<file path="src/rtl/dcl_ram.sv">
module dcl_ram #(
  parameter int Width = 8,
  parameter int Depth = 64
) (
  input  logic                     clk_i,
  input  logic                     we_i,
  input  logic [$clog2(Depth)-1:0] waddr_i,
  input  logic [Width-1:0]         wdata_i,
  input  logic [$clog2(Depth)-1:0] raddr_i,
  output logic [Width-1:0]         rdata_o
);

  logic [Width-1:0] mem [Depth];
  logic [Width-1:0] rdata_q;

  // one write port, one registered read port
  always_ff @(posedge clk_i) begin
    if (we_i) begin
      mem[waddr_i] <= wdata_i;
    end
    rdata_q <= mem[raddr_i];
  end

  assign rdata_o = rdata_q;

endmodule

</file>
<file path="config.mk">
export PLATFORM = sky130hd
export DESIGN_NAME = dcl_ram
export DESIGN_NICKNAME = d
export VERILOG_FILES = /design/src/rtl/dcl_ram.sv
export SDC_FILE = /design/constraint.sdc
export NUM_CORES = 1
export LEC_CHECK = 0
export ABC_CLOCK_PERIOD_IN_PS = 3150
export BUFFER_PORTS_ARGS = -buffer_cell sky130_fd_sc_hd__buf_4
export CAP_MARGIN = 20
export CORE_MARGIN = 1
export CORE_UTILIZATION = 32
export CTS_CLUSTER_SIZE = 24
export DETAILED_ROUTE_END_ITERATION = 8
export GPL_TIMING_DRIVEN = 0
export PLACE_DENSITY = 0.49
export SLEW_MARGIN = 20
export SYNTH_ARGS = -nofsm -noshare
export SYNTH_HDL_FRONTEND = slang
export SYNTH_SLANG_ARGS = --single-unit
</file>
<file path="constraint.sdc">
create_clock -name clk_i -period 3.15 [get_ports clk_i]
set_input_delay 0 -clock clk_i [delete_from_list [all_inputs] [get_ports clk_i]]
set_output_delay 0 -clock clk_i [all_outputs]
set_load 0.01 [all_outputs]
</file>
==> flow_summary.json <==
{
  "ys_ff_latch": 520,
  "syn_to_final_growth_pct": 15.2,
  "slowest_delay_ns": 0.81,
  "period_share_pct": 75.8,
  "p_leak_nw": 7.13,
  "fmax_mhz": 419,
  "synth_edf_count": 512,
  "n_antenna_cell": 0,
  "initial_utilization_pct": 32.6,
  "worst_slew_pin_slew_ns": 1.02,
  "cts-buffers-inserted": 55,
  "async_reset_ff_share_pct": 0,
  "drtIter0Drc": 936,
  "root_buffer": "clkbuf_16",
  "path_class": "in2reg",
  "cts.repair.resized": 0,
  "synth_area_per_cell_sq_um": 21.5,
  "grt_max_degree": 65,
  "dp.cells": 1800,
  "hpwlAfterDp_um": 33000,
  "start_kind": "primary input",
  "routed_via_density": 5.14,
  "hp-class": "in2reg",
  "portBuffers": 21,
  "timing.final.max_slew_violations": 0,
  "min_period_ns": 2.39,
  "core_area_sq_um": 61900,
  "ys_seq_area_share_pct": 77.0,
  "grt_pass1_wl_um": 75100,
  "die_x_um": 253,
  "routed_wl_um": 52600,
  "final_common_cell": "edfxtp_1",
  "final_cell_mix": "edfxtp_1 (512), mux4_2 (126), nor2_1 (81)",
  "setup_violations": 0,
  "status": "finished, final reports clean",
  "worstPathCellList": "buf_4 > buf_2 > buf_1 > nand2_1 > a211oi_1 > nor4_1 > nor3_1 > o32ai_1",
  "drive_above_1_share_pct": 25.3,
  "dr.pass1.iters": 5,
  "ant_nets": 0,
  "syn_inst": 940,
  "grt.busiest_layer": "met2",
  "cp_max_fo": 10,
  "maxSlewHeadroom_pct": 32.2,
  "clk_latency_ns": 0.60,
  "grt_remaining_overflow": 0,
  "cts_tree": "yes",
  "cp.arrival_ns": 2.81,
  "nNetsFinal": 1050,
  "io_pins": 30,
  "drv_cap": 0,
  "dr_total_vias": 9799,
  "netlist_area_sq_um": 20200,
  "required_ns": 3.58,
  "ys_types": 40,
  "grtUsageMet2_pct": 27.0,
  "finalNonFillerCells": 1907,
  "gp_congestion": 0.838,
  "yosys_warnings": 0,
  "post_drt_wl_per_cell_um": 27.6,
  "rows": 91,
  "grt_antenna_before_repair": 3,
  "tns_ns": 0,
  "drc": 0,
  "synth_fp_nets": 962,
  "cts_max_level": 2,
  "vdd_drop_max_mv": 0.372,
  "numClockSinks": 520,
  "hold_viol": 0,
  "power_density_nw_per_um2": 640,
  "cts.path.max_buffers": 3,
  "grt_use_total_pct": 16.8,
  "rsz0062_at_grt": "false",
  "skew_ns": 0.0193,
  "fp.dieH_um": 253,
  "grtUsageMet3_pct": 2.93,
  "cp_slowest_cell": "buf_1",
  "grt_pass1_vias": 10200,
  "grt_use_met1_pct": 23.3,
  "dieArea_sq_um": 64000,
  "crit_path_end_kind": "register",
  "synth_ff_type": "edfxtp_1",
  "path_clk_slew_ns": 0.06
}
==> cells in the mapped netlist, types with 8 or more instances <==
| master | number | area [sq um] |
|---|---|---|
| buf_2 | 11 | 55.1 |
| buf_4 | 13 | 97.6 |
| clkbuf_1 | 17 | 63.8 |
| dfxtp_1 | 8 | 160 |
| edfxtp_1 | 512 | 15400 |
| mux2_2 | 13 | 146 |
| mux2i_1 | 23 | 230 |
| mux4_2 | 126 | 2840 |
| nand2_1 | 19 | 71.3 |
| nand3_1 | 13 | 65.1 |
| nor2_1 | 83 | 312 |
| nor2b_1 | 14 | 87.6 |
| o221ai_1 | 8 | 70.1 |
| o22ai_1 | 8 | 50.1 |
==> registers in the layout, indices dropped and copies added, names as in the netlist <==
signal	count
mem	512
rdata_o	8
==> stage by stage <==
stage / cell area [sq um] / util, % / hold WS [ns] / power (mW) / setup slack [ns]
after floorplan: 20200 / - / 0.0989 / 8.23 / 1.46
after global placement: 21400 / 34.5 / 0.391 / 8.62 / 0.137
after detailed placement: 21400 / 34.6 / 0.391 / 8.63 / 0.194
after CTS: 23200 / 37.5 / 0.00318 / 15.0 / 0.831
after global routing: 23200 / 37.5 / 0.0163 / 15.3 / 0.707
final: 23200 / 37.5 / 0.0119 / 14.9 / 0.764
==> worst paths after layout <==
| check | startpoint | to | slack [ns] | depth (start not counted) |
|---|---|---|---|---|
| setup / recovery | raddr_i[1] | rdata_o[4] | 0.76 | 8 |
| hold / removal | wdata_i[0] | mem[8][0] | 0.01 | 1 |
| setup reg to reg | mem[17][4] | rdata_o[4] | 0.83 | 5 |
| hold reg to reg | mem[23][2] | rdata_o[2] | 1.03 | 4 |
==> timing repair <==
action,CTS,global route
hold buffers,7,0
endpoints found under the hold margin,172,0
buffers inserted,0,0
endpoints found under the setup margin,0,0
==> routing by layer <==
layer	up-vias	wire length (um)
met1	5271	22800
li1	4111	-
met3	70	3370
met2	345	25200
met4	2	1140
met5	-	13
==> cells by family after synthesis <==
logic type | count (synthesis) | synth area share, %
flip-flops | 520 | 77.0
multiplexers | 162 | 15.9
AND/OR/NAND/NOR | 153 | 3.39
AO/OA/AOI/OAI | 54 | 2.07
buffers and inverters | 51 | 1.57
==> worst max-delay path, delay by kind of cell <==
family	cells	cell delay, ns
simple gates	3	0.79
compound gates	2	0.59
buf+inv	3	1.42
==> final cells by class <==
| cell class | count | area, sq um |
|---|---|---|
| multi-input cells | 369 | 4330 |
| well taps | 837 | 1050 |
| repair buffers | 31 | 254 |
| flip-flops and latches | 520 | 15500 |
| plain buffers | 51 | 318 |
| fillers | 5689 | 38700 |
| clock buffers | 71 | 1480 |
| clock inverters | 28 | 275 |
==> power breakdown <==
part           total (mW)  switching (mW)  internal [mW]  leakage (nW)
logic               0.805           0.517          0.288          1.60
registers            7.67          0.0125           7.66          4.67
clock network        6.41            2.63           3.77         0.853
Note: power is estimated with default switching activity, not from simulation.
